===== config.mk =====
export PLATFORM = sky130hd
export DESIGN_NAME = seven_segment_serial_display_driver_flat
export DESIGN_NICKNAME = d
export VERILOG_FILES = /design/src/rtl/ssd_pkg.sv /design/src/rtl/ssd_cmd_if.sv /design/src/rtl/ssd_res_if.sv /design/src/rtl/ssd_front.sv /design/src/rtl/ssd_back.sv /design/src/rtl/seven_segment_serial_display_driver.sv /design/src/flat_wrapper.sv
export VERILOG_INCLUDE_DIRS = /design/src /design/src/rtl
export SDC_FILE = /design/constraint.sdc
export NUM_CORES = 1
export LEC_CHECK = 0
export ABC_AREA = 1
export ABC_CLOCK_PERIOD_IN_PS = 6850
export BUFFER_PORTS_ARGS = -buffer_cell sky130_fd_sc_hd__clkbuf_2
export CAP_MARGIN = 10
export CORE_ASPECT_RATIO = 2
export CORE_UTILIZATION = 50
export CTS_CLUSTER_DIAMETER = 30
export DETAILED_ROUTE_END_ITERATION = 8
export HOLD_SLACK_MARGIN = 0.05
export PLACE_DENSITY = 0.66
export SETUP_SLACK_MARGIN = 0.05
export SLEW_MARGIN = 20
export SYNTH_ARGS = -nofsm -noshare
export SYNTH_HDL_FRONTEND = slang
export SYNTH_SLANG_ARGS = --single-unit

===== constraint.sdc =====
create_clock -name clk -period 6.85 [get_ports clk]
set_clock_uncertainty 0.1 [all_clocks]
set_input_delay 1.37 -clock clk [delete_from_list [all_inputs] [get_ports clk]]
set_output_delay 1.37 -clock clk [all_outputs]
set_load 0.02 [all_outputs]

===== src/rtl/seven_segment_serial_display_driver_defines.svh =====
// ---------------------------------------------------------------------------
// Assertion macros for the seven-segment serial display driver
// Concurrent checks that compile away when SYNTH is defined.
// ---------------------------------------------------------------------------
`ifndef SEVEN_SEGMENT_SERIAL_DISPLAY_DRIVER_DEFINES_SVH
`define SEVEN_SEGMENT_SERIAL_DISPLAY_DRIVER_DEFINES_SVH

`ifndef SYNTH
// same-cycle implication
`define SSD_ASSERT_IMP(lbl, clk, rst_n, pre, post) \
    lbl: assert property (@(posedge clk) disable iff (!rst_n) (pre) |-> (post)) \
        else $error("assertion failed in %m");
// next-cycle implication
`define SSD_ASSERT_NXT(lbl, clk, rst_n, pre, post) \
    lbl: assert property (@(posedge clk) disable iff (!rst_n) (pre) |=> (post)) \
        else $error("assertion failed in %m");
`else
`define SSD_ASSERT_IMP(lbl, clk, rst_n, pre, post)
`define SSD_ASSERT_NXT(lbl, clk, rst_n, pre, post)
`endif

`endif


===== src/rtl/ssd_pkg.sv =====
// ---------------------------------------------------------------------------
// ssd_pkg
// Shared types, codes and the segment table of the serial display driver.
// ---------------------------------------------------------------------------
`timescale 1ns / 1ps
`default_nettype none

package ssd_pkg;

    // command opcodes
    localparam logic [2:0] OP_TICK   = 3'd0;
    localparam logic [2:0] OP_RAW    = 3'd1;
    localparam logic [2:0] OP_HEXDIG = 3'd2;
    localparam logic [2:0] OP_DEC    = 3'd3;
    localparam logic [2:0] OP_HEX    = 3'd4;
    localparam logic [2:0] OP_BRIGHT = 3'd5;
    localparam logic [2:0] OP_COLON  = 3'd6;

    // configuration register indexes
    localparam logic [2:0] CFG_DATA_CMD   = 3'd0;
    localparam logic [2:0] CFG_ADDR_CMD   = 3'd1;
    localparam logic [2:0] CFG_CTRL_BASE  = 3'd2;
    localparam logic [2:0] CFG_DEF_BRIGHT = 3'd3;
    localparam logic [2:0] CFG_START_HOLD = 3'd4;
    localparam logic [2:0] CFG_HALF_BIT   = 3'd5;

    // configuration reset values
    localparam logic [7:0] RST_DATA_CMD   = 8'h40;
    localparam logic [7:0] RST_ADDR_CMD   = 8'hC0;
    localparam logic [7:0] RST_CTRL_BASE  = 8'h87;
    localparam logic [3:0] RST_DEF_BRIGHT = 4'd4;
    localparam logic [7:0] RST_START_HOLD = 8'd5;
    localparam logic [7:0] RST_HALF_BIT   = 8'd10;

    localparam logic [15:0] MAX_BRIGHT = 16'd8;
    localparam logic [4:0]  SEG_BLANK  = 5'd16;
    localparam logic [7:0]  SEG_DP     = 8'h80;

    // x / 10 == (x * 0xCCCD) >> 19 for every 16-bit x
    localparam logic [15:0] DEC_RECIP = 16'hCCCD;
    localparam int          DEC_SHIFT = 19;

    typedef enum logic [3:0] {
        PH_IDLE = 4'd0,
        PH_HOLD = 4'd1,
        PH_SLOW = 4'd2,
        PH_BLO  = 4'd3,
        PH_BHI  = 4'd4,
        PH_ALO  = 4'd5,
        PH_AHI  = 4'd6,
        PH_PCLO = 4'd7,
        PH_PDLO = 4'd8,
        PH_PCHI = 4'd9
    } ssd_phase_t;

    typedef struct packed {
        logic [7:0] data_command;
        logic [7:0] address_command;
        logic [7:0] display_control_base;
        logic [3:0] default_brightness;
        logic [7:0] start_hold_ticks;
        logic [7:0] half_bit_ticks;
    } ssd_cfg_t;

    // front to back: what the accepted item asks of the sequencer
    typedef struct packed {
        logic tick;
        logic start;
    } ssd_ctl_t;

    // one queue entry
    typedef struct packed {
        logic [7:0] data;
        logic       last;
    } ssd_qword_t;

    // levels after the current item
    typedef struct packed {
        logic clock_pin;
        logic data_pin;
        logic busy;
    } ssd_pins_t;

    function automatic logic [7:0] seg_of(input logic [4:0] d);
        logic [7:0] s;
        case (d)
            5'd0:    s = 8'h3F;
            5'd1:    s = 8'h06;
            5'd2:    s = 8'h5B;
            5'd3:    s = 8'h4F;
            5'd4:    s = 8'h66;
            5'd5:    s = 8'h6D;
            5'd6:    s = 8'h7D;
            5'd7:    s = 8'h07;
            5'd8:    s = 8'h7F;
            5'd9:    s = 8'h6F;
            5'd10:   s = 8'h77;
            5'd11:   s = 8'h7C;
            5'd12:   s = 8'h39;
            5'd13:   s = 8'h5E;
            5'd14:   s = 8'h79;
            5'd15:   s = 8'h71;
            default: s = 8'h00;
        endcase
        return s;
    endfunction

endpackage

`default_nettype wire


===== src/rtl/ssd_cmd_if.sv =====
// ---------------------------------------------------------------------------
// ssd_cmd_if
// Command channel: valid/ready with opcode, value, position and flag.
// ---------------------------------------------------------------------------
`timescale 1ns / 1ps
`default_nettype none

interface ssd_cmd_if;
    logic        valid;
    logic        ready;
    logic [2:0]  opcode;
    logic [15:0] value;
    logic [2:0]  position;
    logic        flag;

    modport source (output valid, output opcode, output value, output position,
                    output flag, input ready);
    modport sink   (input valid, input opcode, input value, input position,
                    input flag, output ready);
endinterface

`default_nettype wire


===== src/rtl/ssd_res_if.sv =====
// ---------------------------------------------------------------------------
// ssd_res_if
// Result channel: valid/ready with pin levels, busy and accepted flags.
// ---------------------------------------------------------------------------
`timescale 1ns / 1ps
`default_nettype none

interface ssd_res_if;
    logic valid;
    logic ready;
    logic clock_pin;
    logic data_pin;
    logic busy_res;
    logic accepted;

    modport source (output valid, output clock_pin, output data_pin,
                    output busy_res, output accepted, input ready);
    modport sink   (input valid, input clock_pin, input data_pin,
                    input busy_res, input accepted, output ready);
endinterface

`default_nettype wire


===== src/rtl/ssd_front.sv =====
// ---------------------------------------------------------------------------
// ssd_front
// Classifies items, builds the byte queue and runs the decimal digit unit.
// ---------------------------------------------------------------------------
`timescale 1ns / 1ps
`default_nettype none
`include "seven_segment_serial_display_driver_defines.svh"

module ssd_front #(
    parameter int DIGIT_COUNT = 4,
    parameter int QDEPTH      = DIGIT_COUNT + 4,
    parameter int QW          = $clog2(QDEPTH)
) (
    input  wire logic              clk,
    input  wire logic              rst_n,
    input  wire logic              accept,
    input  wire logic [2:0]        opcode,
    input  wire logic [15:0]       value,
    input  wire logic [2:0]        position,
    input  wire logic              flag,
    input  wire ssd_pkg::ssd_cfg_t cfg,
    input  wire logic              idle,
    input  wire logic [QW-1:0]     rd_index,
    output ssd_pkg::ssd_ctl_t      ctl,
    output ssd_pkg::ssd_qword_t    qword,
    output logic [QW-1:0]          byte_count
);

    localparam int DW = (DIGIT_COUNT > 1) ? $clog2(DIGIT_COUNT + 1) : 1;

    logic [7:0]    q_data_reg [QDEPTH];
    logic          q_last_reg [QDEPTH];
    logic [QW-1:0] count_reg, count_next;
    logic [7:0]    sdig_reg, sdig_next;

    logic          dec_busy_reg, dec_busy_next;
    logic [DW-1:0] dec_i_reg, dec_i_next;
    logic [15:0]   dec_val_reg, dec_val_next;
    logic          dec_sep_reg, dec_sep_next;

    logic          wr_en   [QDEPTH];
    logic [7:0]    wr_data [QDEPTH];
    logic          wr_last [QDEPTH];

    logic [31:0]   prod;
    logic [12:0]   quot;
    logic [15:0]   ten_q;
    logic [3:0]    rem;
    logic [7:0]    dig_seg;
    logic [QW-1:0] dig_pos;
    logic [31:0]   hex_src;
    logic [7:0]    single_seg;
    logic [7:0]    colon_seg;

    function automatic logic [7:0] bright_cmd(input logic [7:0] base,
                                              input logic [15:0] b);
        logic [15:0] sat;
        sat = (b > ssd_pkg::MAX_BRIGHT) ? ssd_pkg::MAX_BRIGHT : b;
        return base + sat[7:0];
    endfunction

    assign ctl.tick  = accept && (opcode == ssd_pkg::OP_TICK);
    assign ctl.start = accept && (opcode != ssd_pkg::OP_TICK)
                       && (opcode <= ssd_pkg::OP_COLON) && idle;

    assign qword.data = q_data_reg[rd_index];
    assign qword.last = q_last_reg[rd_index];
    assign byte_count = count_reg;

    // one decimal digit per cycle, least significant first
    assign prod    = 32'(dec_val_reg) * 32'(ssd_pkg::DEC_RECIP);
    assign quot    = prod[ssd_pkg::DEC_SHIFT +: 13];
    assign ten_q   = 16'({quot, 3'b000}) + 16'({quot, 1'b0});
    assign rem     = 4'(dec_val_reg - ten_q);
    assign dig_seg = ssd_pkg::seg_of({1'b0, rem})
                     | ((DIGIT_COUNT > 2 && dec_sep_reg && dec_i_reg == DW'(2))
                        ? ssd_pkg::SEG_DP : 8'h00);
    assign dig_pos = QW'(DIGIT_COUNT + 1) - QW'(dec_i_reg);

    assign hex_src    = {16'h0000, value};
    assign single_seg = (opcode == ssd_pkg::OP_RAW) ? value[7:0]
                        : ssd_pkg::seg_of((value > 16'd16) ? ssd_pkg::SEG_BLANK : value[4:0]);
    assign colon_seg  = flag ? (sdig_reg | ssd_pkg::SEG_DP) : sdig_reg;

    always_comb
    begin
        count_next    = count_reg;
        sdig_next     = sdig_reg;
        dec_busy_next = dec_busy_reg;
        dec_i_next    = dec_i_reg;
        dec_val_next  = dec_val_reg;
        dec_sep_next  = dec_sep_reg;
        for (int e = 0; e < QDEPTH; e++)
        begin
            wr_en[e]   = 1'b0;
            wr_data[e] = 8'h00;
            wr_last[e] = 1'b0;
        end

        if (ctl.start)
        begin
            case (opcode)
                ssd_pkg::OP_RAW, ssd_pkg::OP_HEXDIG, ssd_pkg::OP_COLON:
                begin
                    wr_en[0]   = 1'b1;
                    wr_data[0] = cfg.data_command;
                    wr_last[0] = 1'b1;
                    wr_en[1]   = 1'b1;
                    wr_en[2]   = 1'b1;
                    wr_last[2] = 1'b1;
                    count_next = QW'(3);
                    if (opcode == ssd_pkg::OP_COLON)
                    begin
                        wr_data[1] = cfg.address_command + 8'd1;
                        wr_data[2] = colon_seg;
                        sdig_next  = colon_seg;
                    end
                    else
                    begin
                        wr_data[1] = cfg.address_command + {5'b00000, position};
                        wr_data[2] = single_seg;
                        if (position == 3'd1)
                            sdig_next = single_seg;
                    end
                end
                ssd_pkg::OP_DEC, ssd_pkg::OP_HEX:
                begin
                    wr_en[0]   = 1'b1;
                    wr_data[0] = cfg.data_command;
                    wr_last[0] = 1'b1;
                    wr_en[1]   = 1'b1;
                    wr_data[1] = cfg.address_command;
                    if (opcode == ssd_pkg::OP_HEX)
                    begin
                        // digit i (nibble i) sits at entry DIGIT_COUNT+1-i
                        for (int e = 2; e < DIGIT_COUNT + 2; e++)
                        begin
                            wr_en[e]   = 1'b1;
                            wr_data[e] = ssd_pkg::seg_of(
                                {1'b0, hex_src[4 * (DIGIT_COUNT + 1 - e) +: 4]});
                            wr_last[e] = (e == DIGIT_COUNT + 1);
                        end
                        wr_en[DIGIT_COUNT + 2]   = 1'b1;
                        wr_data[DIGIT_COUNT + 2] = bright_cmd(cfg.display_control_base,
                                                              16'(cfg.default_brightness));
                        wr_last[DIGIT_COUNT + 2] = 1'b1;
                        count_next = QW'(DIGIT_COUNT + 3);
                    end
                    else
                    begin
                        dec_busy_next = 1'b1;
                        dec_i_next    = '0;
                        dec_val_next  = value;
                        dec_sep_next  = flag;
                        count_next    = QW'(DIGIT_COUNT + 2);
                    end
                end
                ssd_pkg::OP_BRIGHT:
                begin
                    wr_en[0]   = 1'b1;
                    wr_data[0] = bright_cmd(cfg.display_control_base, value);
                    wr_last[0] = 1'b1;
                    count_next = QW'(1);
                end
                default:
                begin
                end
            endcase
        end

        if (dec_busy_reg)
        begin
            for (int e = 2; e < DIGIT_COUNT + 2; e++)
            begin
                if (dig_pos == QW'(e))
                begin
                    wr_en[e]   = 1'b1;
                    wr_data[e] = dig_seg;
                    wr_last[e] = (dec_i_reg == '0);
                end
            end
            dec_val_next = 16'(quot);
            dec_i_next   = dec_i_reg + DW'(1);
            if (dec_i_reg == DW'(DIGIT_COUNT - 1))
                dec_busy_next = 1'b0;
        end
    end

    always_ff @(posedge clk or negedge rst_n)
    begin
        if (!rst_n)
        begin
            count_reg    <= '0;
            sdig_reg     <= 8'h00;
            dec_busy_reg <= 1'b0;
        end
        else
        begin
            count_reg    <= count_next;
            sdig_reg     <= sdig_next;
            dec_busy_reg <= dec_busy_next;
        end
    end

    always_ff @(posedge clk)
    begin
        dec_i_reg   <= dec_i_next;
        dec_val_reg <= dec_val_next;
        dec_sep_reg <= dec_sep_next;
        for (int e = 0; e < QDEPTH; e++)
        begin
            if (wr_en[e])
            begin
                q_data_reg[e] <= wr_data[e];
                q_last_reg[e] <= wr_last[e];
            end
        end
    end

    // digits finish long before the sequencer can go idle again
    `SSD_ASSERT_IMP(a_dec_only_busy, clk, rst_n, dec_busy_reg, !idle)
    `SSD_ASSERT_NXT(a_start_fills, clk, rst_n, ctl.start, count_reg != '0)

endmodule

`default_nettype wire


===== src/rtl/ssd_back.sv =====
// ---------------------------------------------------------------------------
// ssd_back
// Bus waveform sequencer: plays the byte queue out, pacing phases by ticks.
// ---------------------------------------------------------------------------
`timescale 1ns / 1ps
`default_nettype none
`include "seven_segment_serial_display_driver_defines.svh"

module ssd_back #(
    parameter int QW = 3
) (
    input  wire logic                clk,
    input  wire logic                rst_n,
    input  wire ssd_pkg::ssd_ctl_t   ctl,
    input  wire ssd_pkg::ssd_cfg_t   cfg,
    input  wire ssd_pkg::ssd_qword_t qword,
    input  wire logic [QW-1:0]       byte_count,
    output logic [QW-1:0]            rd_index,
    output logic                     idle,
    output ssd_pkg::ssd_pins_t       pins_next
);

    ssd_pkg::ssd_phase_t phase_reg, phase_next, enter_ph;
    logic [QW-1:0] byte_index_reg, byte_index_next;
    logic [2:0]    bit_index_reg, bit_index_next;
    logic [7:0]    wait_count_reg, wait_count_next;
    logic          clock_level_reg, clock_level_next;
    logic          data_level_reg, data_level_next;
    logic [7:0]    cur_byte_reg, cur_byte_next;
    logic          cur_last_reg, cur_last_next;

    logic          do_enter;
    logic          load;
    logic [7:0]    wc_dec;
    logic [7:0]    half_ticks;
    logic [7:0]    hold_ticks;
    logic [QW:0]   index_inc;

    assign half_ticks = (cfg.half_bit_ticks == 8'd0) ? 8'd1 : cfg.half_bit_ticks;
    assign hold_ticks = (cfg.start_hold_ticks == 8'd0) ? 8'd1 : cfg.start_hold_ticks;
    assign wc_dec     = (wait_count_reg != 8'd0) ? wait_count_reg - 8'd1 : 8'd0;
    assign index_inc  = {1'b0, byte_index_reg} + (QW + 1)'(1);
    assign idle       = (phase_reg == ssd_pkg::PH_IDLE);

    always_comb
    begin
        phase_next       = phase_reg;
        byte_index_next  = byte_index_reg;
        bit_index_next   = bit_index_reg;
        wait_count_next  = wait_count_reg;
        clock_level_next = clock_level_reg;
        data_level_next  = data_level_reg;
        enter_ph         = ssd_pkg::PH_IDLE;
        do_enter         = 1'b0;
        load             = 1'b0;
        rd_index         = byte_index_reg;

        if (ctl.start)
        begin
            byte_index_next = '0;
            bit_index_next  = 3'd0;
            enter_ph        = ssd_pkg::PH_HOLD;
            do_enter        = 1'b1;
        end
        else if (ctl.tick && !idle)
        begin
            if (wc_dec != 8'd0)
                wait_count_next = wc_dec;
            else
            begin
                do_enter = 1'b1;
                case (phase_reg)
                    ssd_pkg::PH_HOLD: enter_ph = ssd_pkg::PH_SLOW;
                    ssd_pkg::PH_SLOW:
                    begin
                        bit_index_next = 3'd0;
                        load           = 1'b1;
                        enter_ph       = ssd_pkg::PH_BLO;
                    end
                    ssd_pkg::PH_BLO: enter_ph = ssd_pkg::PH_BHI;
                    ssd_pkg::PH_BHI:
                    begin
                        if (bit_index_reg != 3'd7)
                        begin
                            bit_index_next = bit_index_reg + 3'd1;
                            enter_ph       = ssd_pkg::PH_BLO;
                        end
                        else
                            enter_ph = ssd_pkg::PH_ALO;
                    end
                    ssd_pkg::PH_ALO: enter_ph = ssd_pkg::PH_AHI;
                    ssd_pkg::PH_AHI:
                    begin
                        if (cur_last_reg)
                            enter_ph = ssd_pkg::PH_PCLO;
                        else
                        begin
                            // next byte of the same transaction
                            byte_index_next = index_inc[QW-1:0];
                            rd_index        = index_inc[QW-1:0];
                            bit_index_next  = 3'd0;
                            load            = 1'b1;
                            enter_ph        = ssd_pkg::PH_BLO;
                        end
                    end
                    ssd_pkg::PH_PCLO: enter_ph = ssd_pkg::PH_PDLO;
                    ssd_pkg::PH_PDLO: enter_ph = ssd_pkg::PH_PCHI;
                    ssd_pkg::PH_PCHI:
                    begin
                        bit_index_next = 3'd0;
                        if (index_inc < {1'b0, byte_count})
                        begin
                            byte_index_next = index_inc[QW-1:0];
                            enter_ph        = ssd_pkg::PH_HOLD;
                        end
                        else
                        begin
                            byte_index_next = '0;
                            enter_ph        = ssd_pkg::PH_IDLE;
                        end
                    end
                    default: enter_ph = ssd_pkg::PH_IDLE;
                endcase
            end
        end

        cur_byte_next = load ? qword.data : cur_byte_reg;
        cur_last_next = load ? qword.last : cur_last_reg;

        if (do_enter)
        begin
            phase_next      = enter_ph;
            wait_count_next = half_ticks;
            case (enter_ph)
                ssd_pkg::PH_HOLD:
                begin
                    clock_level_next = 1'b1;
                    data_level_next  = 1'b1;
                    wait_count_next  = hold_ticks;
                end
                ssd_pkg::PH_SLOW:
                begin
                    clock_level_next = 1'b1;
                    data_level_next  = 1'b0;
                    wait_count_next  = 8'd1;
                end
                ssd_pkg::PH_BLO:
                begin
                    clock_level_next = 1'b0;
                    data_level_next  = cur_byte_next[bit_index_next];
                end
                ssd_pkg::PH_BHI:
                begin
                    clock_level_next = 1'b1;
                    data_level_next  = cur_byte_next[bit_index_next];
                end
                ssd_pkg::PH_ALO:  clock_level_next = 1'b0;
                ssd_pkg::PH_AHI:  clock_level_next = 1'b1;
                ssd_pkg::PH_PCLO: clock_level_next = 1'b0;
                ssd_pkg::PH_PDLO:
                begin
                    clock_level_next = 1'b0;
                    data_level_next  = 1'b0;
                end
                ssd_pkg::PH_PCHI:
                begin
                    clock_level_next = 1'b1;
                    data_level_next  = 1'b0;
                end
                default:
                begin
                    phase_next       = ssd_pkg::PH_IDLE;
                    clock_level_next = 1'b1;
                    data_level_next  = 1'b1;
                    wait_count_next  = 8'd0;
                end
            endcase
        end

        pins_next.clock_pin = clock_level_next;
        pins_next.data_pin  = data_level_next;
        pins_next.busy      = (phase_next != ssd_pkg::PH_IDLE);
    end

    always_ff @(posedge clk or negedge rst_n)
    begin
        if (!rst_n)
        begin
            phase_reg       <= ssd_pkg::PH_IDLE;
            byte_index_reg  <= '0;
            bit_index_reg   <= 3'd0;
            wait_count_reg  <= 8'd0;
            clock_level_reg <= 1'b1;
            data_level_reg  <= 1'b1;
        end
        else
        begin
            phase_reg       <= phase_next;
            byte_index_reg  <= byte_index_next;
            bit_index_reg   <= bit_index_next;
            wait_count_reg  <= wait_count_next;
            clock_level_reg <= clock_level_next;
            data_level_reg  <= data_level_next;
        end
    end

    always_ff @(posedge clk)
    begin
        cur_byte_reg <= cur_byte_next;
        cur_last_reg <= cur_last_next;
    end

    `SSD_ASSERT_IMP(a_start_when_idle, clk, rst_n, ctl.start, idle)
    `SSD_ASSERT_IMP(a_idle_lines_high, clk, rst_n, idle,
                    clock_level_reg && data_level_reg && wait_count_reg == 8'd0)
    `SSD_ASSERT_IMP(a_wait_nonzero, clk, rst_n, !idle, wait_count_reg != 8'd0)

endmodule

`default_nettype wire


===== src/rtl/seven_segment_serial_display_driver.sv =====
// ---------------------------------------------------------------------------
// seven_segment_serial_display_driver
// Two-wire serial driver for a four-digit seven-segment display.
// ---------------------------------------------------------------------------
// Usage:
//   cmd carries one item per handshake: opcode 0 is a time tick, 1..6 are
//   display commands (raw segments, hex digit, decimal, hex, brightness,
//   colon). Every item gives exactly one result item on res: the clock and
//   data pin levels after that item, busy, and whether a command was taken.
//   A command is taken only when no transaction is in flight.
//   One item per cycle while res is not stalled; the result is registered
//   and shows up in the cycle after the item is accepted. The sequencer
//   steps a phase once its count of tick items runs out, so the waveform
//   is timed by the tick stream. A decimal command converts its digits
//   after it is taken, one digit per cycle through the reciprocal multiplier.
//   cmd.ready stays high while the result register is empty or being
//   taken; a stalled res holds its item and drops cmd.ready until taken.
//   Reset: idle with both pins high, registers at their defaults.
//   Configuration is written through cfg_we/cfg_index/cfg_data while idle.
// ---------------------------------------------------------------------------
`timescale 1ns / 1ps
`default_nettype none

module seven_segment_serial_display_driver #(
    parameter int DIGIT_COUNT = 4
) (
    input  wire logic  clk,
    input  wire logic  rst_n,
    ssd_cmd_if.sink    cmd,
    ssd_res_if.source  res,
    input  wire logic       cfg_we,
    input  wire logic [2:0] cfg_index,
    input  wire logic [7:0] cfg_data
);

    localparam int QDEPTH = DIGIT_COUNT + 4;
    localparam int QW     = $clog2(QDEPTH);

    ssd_pkg::ssd_cfg_t   cfg_reg;
    ssd_pkg::ssd_ctl_t   ctl;
    ssd_pkg::ssd_qword_t qword;
    ssd_pkg::ssd_pins_t  pins_next;
    logic [QW-1:0]       rd_index;
    logic [QW-1:0]       byte_count;
    logic                idle;
    logic                in_ready;
    logic                accept;

    logic res_valid_reg;
    logic clock_pin_reg, data_pin_reg, busy_reg, accepted_reg;

    assign in_ready  = !res_valid_reg || res.ready;
    assign accept    = cmd.valid && in_ready;
    assign cmd.ready = in_ready;

    assign res.valid     = res_valid_reg;
    assign res.clock_pin = clock_pin_reg;
    assign res.data_pin  = data_pin_reg;
    assign res.busy_res  = busy_reg;
    assign res.accepted  = accepted_reg;

    always_ff @(posedge clk or negedge rst_n)
    begin
        if (!rst_n)
        begin
            cfg_reg.data_command         <= ssd_pkg::RST_DATA_CMD;
            cfg_reg.address_command      <= ssd_pkg::RST_ADDR_CMD;
            cfg_reg.display_control_base <= ssd_pkg::RST_CTRL_BASE;
            cfg_reg.default_brightness   <= ssd_pkg::RST_DEF_BRIGHT;
            cfg_reg.start_hold_ticks     <= ssd_pkg::RST_START_HOLD;
            cfg_reg.half_bit_ticks       <= ssd_pkg::RST_HALF_BIT;
        end
        else if (cfg_we)
        begin
            case (cfg_index)
                ssd_pkg::CFG_DATA_CMD:   cfg_reg.data_command         <= cfg_data;
                ssd_pkg::CFG_ADDR_CMD:   cfg_reg.address_command      <= cfg_data;
                ssd_pkg::CFG_CTRL_BASE:  cfg_reg.display_control_base <= cfg_data;
                ssd_pkg::CFG_DEF_BRIGHT: cfg_reg.default_brightness   <= cfg_data[3:0];
                ssd_pkg::CFG_START_HOLD: cfg_reg.start_hold_ticks     <= cfg_data;
                ssd_pkg::CFG_HALF_BIT:   cfg_reg.half_bit_ticks       <= cfg_data;
                default:
                begin
                end
            endcase
        end
    end

    always_ff @(posedge clk or negedge rst_n)
    begin
        if (!rst_n)
            res_valid_reg <= 1'b0;
        else if (accept)
            res_valid_reg <= 1'b1;
        else if (res.ready)
            res_valid_reg <= 1'b0;
    end

    always_ff @(posedge clk)
    begin
        if (accept)
        begin
            clock_pin_reg <= pins_next.clock_pin;
            data_pin_reg  <= pins_next.data_pin;
            busy_reg      <= pins_next.busy;
            accepted_reg  <= ctl.start;
        end
    end

    ssd_front #(
        .DIGIT_COUNT (DIGIT_COUNT),
        .QDEPTH      (QDEPTH),
        .QW          (QW)
    ) u_front (
        .clk        (clk),
        .rst_n      (rst_n),
        .accept     (accept),
        .opcode     (cmd.opcode),
        .value      (cmd.value),
        .position   (cmd.position),
        .flag       (cmd.flag),
        .cfg        (cfg_reg),
        .idle       (idle),
        .rd_index   (rd_index),
        .ctl        (ctl),
        .qword      (qword),
        .byte_count (byte_count)
    );

    ssd_back #(
        .QW (QW)
    ) u_back (
        .clk        (clk),
        .rst_n      (rst_n),
        .ctl        (ctl),
        .cfg        (cfg_reg),
        .qword      (qword),
        .byte_count (byte_count),
        .rd_index   (rd_index),
        .idle       (idle),
        .pins_next  (pins_next)
    );

endmodule

`default_nettype wire


===== src/flat_wrapper.sv =====
// flat-port wrapper written by rule: the top's interface ports become plain ports
module seven_segment_serial_display_driver_flat 
#(
    parameter int DIGIT_COUNT = 4
)
  (clk, rst_n, cfg_we, cfg_index, cfg_data, cmd_valid, cmd_opcode, cmd_value, cmd_position, cmd_flag, cmd_ready, res_valid, res_clock_pin, res_data_pin, res_busy_res, res_accepted, res_ready);
  ssd_cmd_if cmd_i ();
  ssd_res_if res_i ();
  input  wire logic clk;
  input  wire logic rst_n;
  input  wire logic cfg_we;
  input  wire logic [2:0] cfg_index;
  input  wire logic [7:0] cfg_data;
  input wire logic [$bits(cmd_i.valid)-1:0] cmd_valid;
  input wire logic [$bits(cmd_i.opcode)-1:0] cmd_opcode;
  input wire logic [$bits(cmd_i.value)-1:0] cmd_value;
  input wire logic [$bits(cmd_i.position)-1:0] cmd_position;
  input wire logic [$bits(cmd_i.flag)-1:0] cmd_flag;
  output wire logic [$bits(cmd_i.ready)-1:0] cmd_ready;
  output wire logic [$bits(res_i.valid)-1:0] res_valid;
  output wire logic [$bits(res_i.clock_pin)-1:0] res_clock_pin;
  output wire logic [$bits(res_i.data_pin)-1:0] res_data_pin;
  output wire logic [$bits(res_i.busy_res)-1:0] res_busy_res;
  output wire logic [$bits(res_i.accepted)-1:0] res_accepted;
  input wire logic [$bits(res_i.ready)-1:0] res_ready;
  assign cmd_i.valid = cmd_valid;
  assign cmd_i.opcode = cmd_opcode;
  assign cmd_i.value = cmd_value;
  assign cmd_i.position = cmd_position;
  assign cmd_i.flag = cmd_flag;
  assign cmd_ready = cmd_i.ready;
  assign res_valid = res_i.valid;
  assign res_clock_pin = res_i.clock_pin;
  assign res_data_pin = res_i.data_pin;
  assign res_busy_res = res_i.busy_res;
  assign res_accepted = res_i.accepted;
  assign res_i.ready = res_ready;
  seven_segment_serial_display_driver #(.DIGIT_COUNT(DIGIT_COUNT)) u_core (.clk(clk), .rst_n(rst_n), .cmd(cmd_i), .res(res_i), .cfg_we(cfg_we), .cfg_index(cfg_index), .cfg_data(cfg_data));
endmodule

==> flow_metrics.env <==
export IMPL_outcome="finished clean"
export IMPL_synth_edff_count=84
export IMPL_drtIter0Drc=945
export IMPL_die_w_um=127
export IMPL_num_fill_cells=2886
export IMPL_seq_area_um2=4690
export IMPL_yosys_warnings=0
export IMPL_avgRoutedWirePerCell_um=21.3
export IMPL_synthFlopType="edfxtp_1"
export IMPL_synth_seq_cells=172
export IMPL_route_met2_wl_mm=28.0
export IMPL_synth_cell_types=66
export IMPL_synth_top_area_frac=0.161
export IMPL_slowest_stage="fa_1"
export IMPL_cts_root_buf="clkbuf_16"
export IMPL_syn_nets=2237
export IMPL_htree_levels=4
export IMPL_setup_violations=0
export IMPL_worst_setup_path_type="reg -> reg"
export IMPL_first_pass_iters=6
export IMPL_dieArea_um2=32100
export IMPL_final_common_cell="inv_1"
export IMPL_slew_headroom=0.231
export IMPL_cts_max_path_buffers=2
export IMPL_clock_latency_ns=0.46
export IMPL_synthArstFlopShare=0.448
export IMPL_crit_path_start_kind="flop"
export IMPL_min_delay_path_class="reg -> reg"
export IMPL_areaGrowthSynthToFinish_pct=11.2
export IMPL_grt_max_degree=68
export IMPL_tightest_slew_ns=1.14
export IMPL_vias=13705
export IMPL_dpl_hpwl_mm=41.9
export IMPL_layout_common_cells="377 x inv_1, 330 x nand2_1, 177 x ha_1"
export IMPL_drv_cap=0
export IMPL_cts_buffers=17
export IMPL_antenna_found_initial=3
export IMPL_cp_end_kind="flop"
export IMPL_syn_area_per_cell_um2=8.15
export IMPL_fin_util=0.566
export IMPL_largest_reg_flops=56
export IMPL_wl_met1_mm=15.3
export IMPL_yosys_area_top_type="edfxtp_1"
export IMPL_max_freq_mhz=152
export IMPL_dr_wl_met3_mm=2.28
export IMPL_synthTopCellsByArea="edfxtp_1 16%, ha_1 15%, fa_1 11%"
export IMPL_cts_clk_slew_worst_paths_ns=0.07
export IMPL_hold_violations=0
export IMPL_start_util=0.509
export IMPL_rows=91
export IMPL_grt_setup_unrepaired="false"
export IMPL_highest_layer="met5"
export IMPL_cts_hold_buf=0
export IMPL_routed_wl_mm=52.0
export IMPL_ys_seq_area_frac=0.299
export IMPL_multi_input_area_um2=9510
export IMPL_layout_drive_gt1_share=0.115
export IMPL_max_stage_delay_ns=0.56
export IMPL_drc=0
export IMPL_timing_final_crit_share=0.961
export IMPL_gp_congestion=1.04
export IMPL_first_global_vias=14217
export IMPL_synth_area_um2=15700
export IMPL_nNetsFinal=2323
export IMPL_clock_sinks=172
export IMPL_required_ns=6.96
export IMPL_period_minus_slack_ns=6.58
export IMPL_cp_common_cell="inv_1"
export IMPL_finalMaxSlewViolations=0
export IMPL_crit_arrival_ns=6.69
export IMPL_design_core_area_um2=30900
export IMPL_port_buffers=44
export IMPL_grt_overflow=0
export IMPL_cp_max_fo=7
export IMPL_ioPinCount=45
export IMPL_fp_dieH_um=253
export IMPL_cts_tree="built"
export IMPL_grt_first_pass_wirelength_mm=78.9
export IMPL_finalSetupTns_ns=0
export IMPL_grt_usage=0.340
export IMPL_synth_cells=1926
export IMPL_routed_via_density=5.61
export IMPL_ant_nets=0
[synth_stat cells, drive strengths merged (15+ instances only)]
cell / count
inv: 392
nand2: 344
ha: 189
o21ai: 176
nand3: 146
nor2: 122
edfxtp: 84
fa: 83
a21oi: 68
dfrtp: 63
clkbuf: 24
nor3: 19
nand3b: 18
o211ai: 16
xor2: 16
nand4: 15
[cell families after synthesis]
kind of cell,after synthesis,share of synthesized area
simple gates,684,0.198
buf+inv,433,0.107
compound gates,340,0.125
fa+ha+maj,272,0.257
flops,172,0.299
xor+xnor,25,0.0140
[per-stage QoR]
| step | area (um2) | cells | setup slack [ns] | hold WS (ns) |
|---|---|---|---|---|
| after floorplan | 15700 | 1926 | 0.572 | 0.322 |
| after global placement | 16600 | 2399 | 0.0837 | 0.335 |
| after detailed placement | 16600 | 2399 | 0.0689 | 0.340 |
| after CTS | 17200 | 2431 | 0.0602 | 0.358 |
| after global routing | 17400 | 2443 | 0.0269 | 0.374 |
| final | 17500 | 2445 | 0.270 | 0.357 |
[area by class of cell]
type                    instances  area share
diodes                          2    0.000287
clock buffers                  18      0.0246
clock inverters                14     0.00832
inverters                     397      0.0856
multi-input cells            1321       0.545
flip-flops and latches        172       0.269
well taps                     418      0.0300
repair buffers                103      0.0381
[what timing repair did]
action	4_1_cts	5_1_grt
setup buffers	0	11
resized for setup	2	26
pin swaps	0	13
cloned	0	0
setup endpoints to repair	6	31
[worst max-delay path, delay by kind of cell, from the launching register on]
kind / cells / cell delay, ns
buffers and inverters: 9 / 0.91
AO/OA/AOI/OAI: 3 / 0.40
AND/OR/NAND/NOR: 6 / 0.67
adder cells (fa/ha/maj): 9 / 3.59
XOR/XNOR: 1 / 0.18
flip-flops: 1 / 0.49
[routing by layer]
layer | track usage | vias up
met2 | 0.643 | 508
met1 | 0.275 | 6454
met3 | 0.0711 | 244
li1 | - | 6495
met4 | 0.345 | 4
met5 | 0 | -
[path summary, 6_finish.rpt]
check / start / to / slack [ns] / depth (start not counted)
hold / removal: u_core.u_back.cur_byte_reg[7]$_DFF_P_ / u_core.u_back.cur_byte_reg[7]$_DFF_P_ / 0.36 / 2
hold reg to reg: u_core.u_back.cur_byte_reg[7]$_DFF_P_ / u_core.u_back.cur_byte_reg[7]$_DFF_P_ / 0.36 / 2
max in group asynchronous: rst_n / u_core.u_front.sdig_reg[7]$_DFFE_PN0P_ / 4.90 / 2
setup / recovery: u_core.u_front.dec_val_reg[7]$_DFFE_PP_ / u_core.u_front.q_data_reg[2][5]$_DFFE_PP_ / 0.27 / 28
setup reg to reg: u_core.u_front.dec_val_reg[7]$_DFFE_PP_ / u_core.u_front.q_data_reg[2][5]$_DFFE_PP_ / 0.27 / 28
min in group asynchronous: rst_n / u_core.u_back.wait_count_reg[6]$_DFFE_PN0P_ / 0.63 / 1
Power is left out: the tool's default activity adds up to more than one toggle a clock period on the data nets, which glitch-free logic cannot reach.
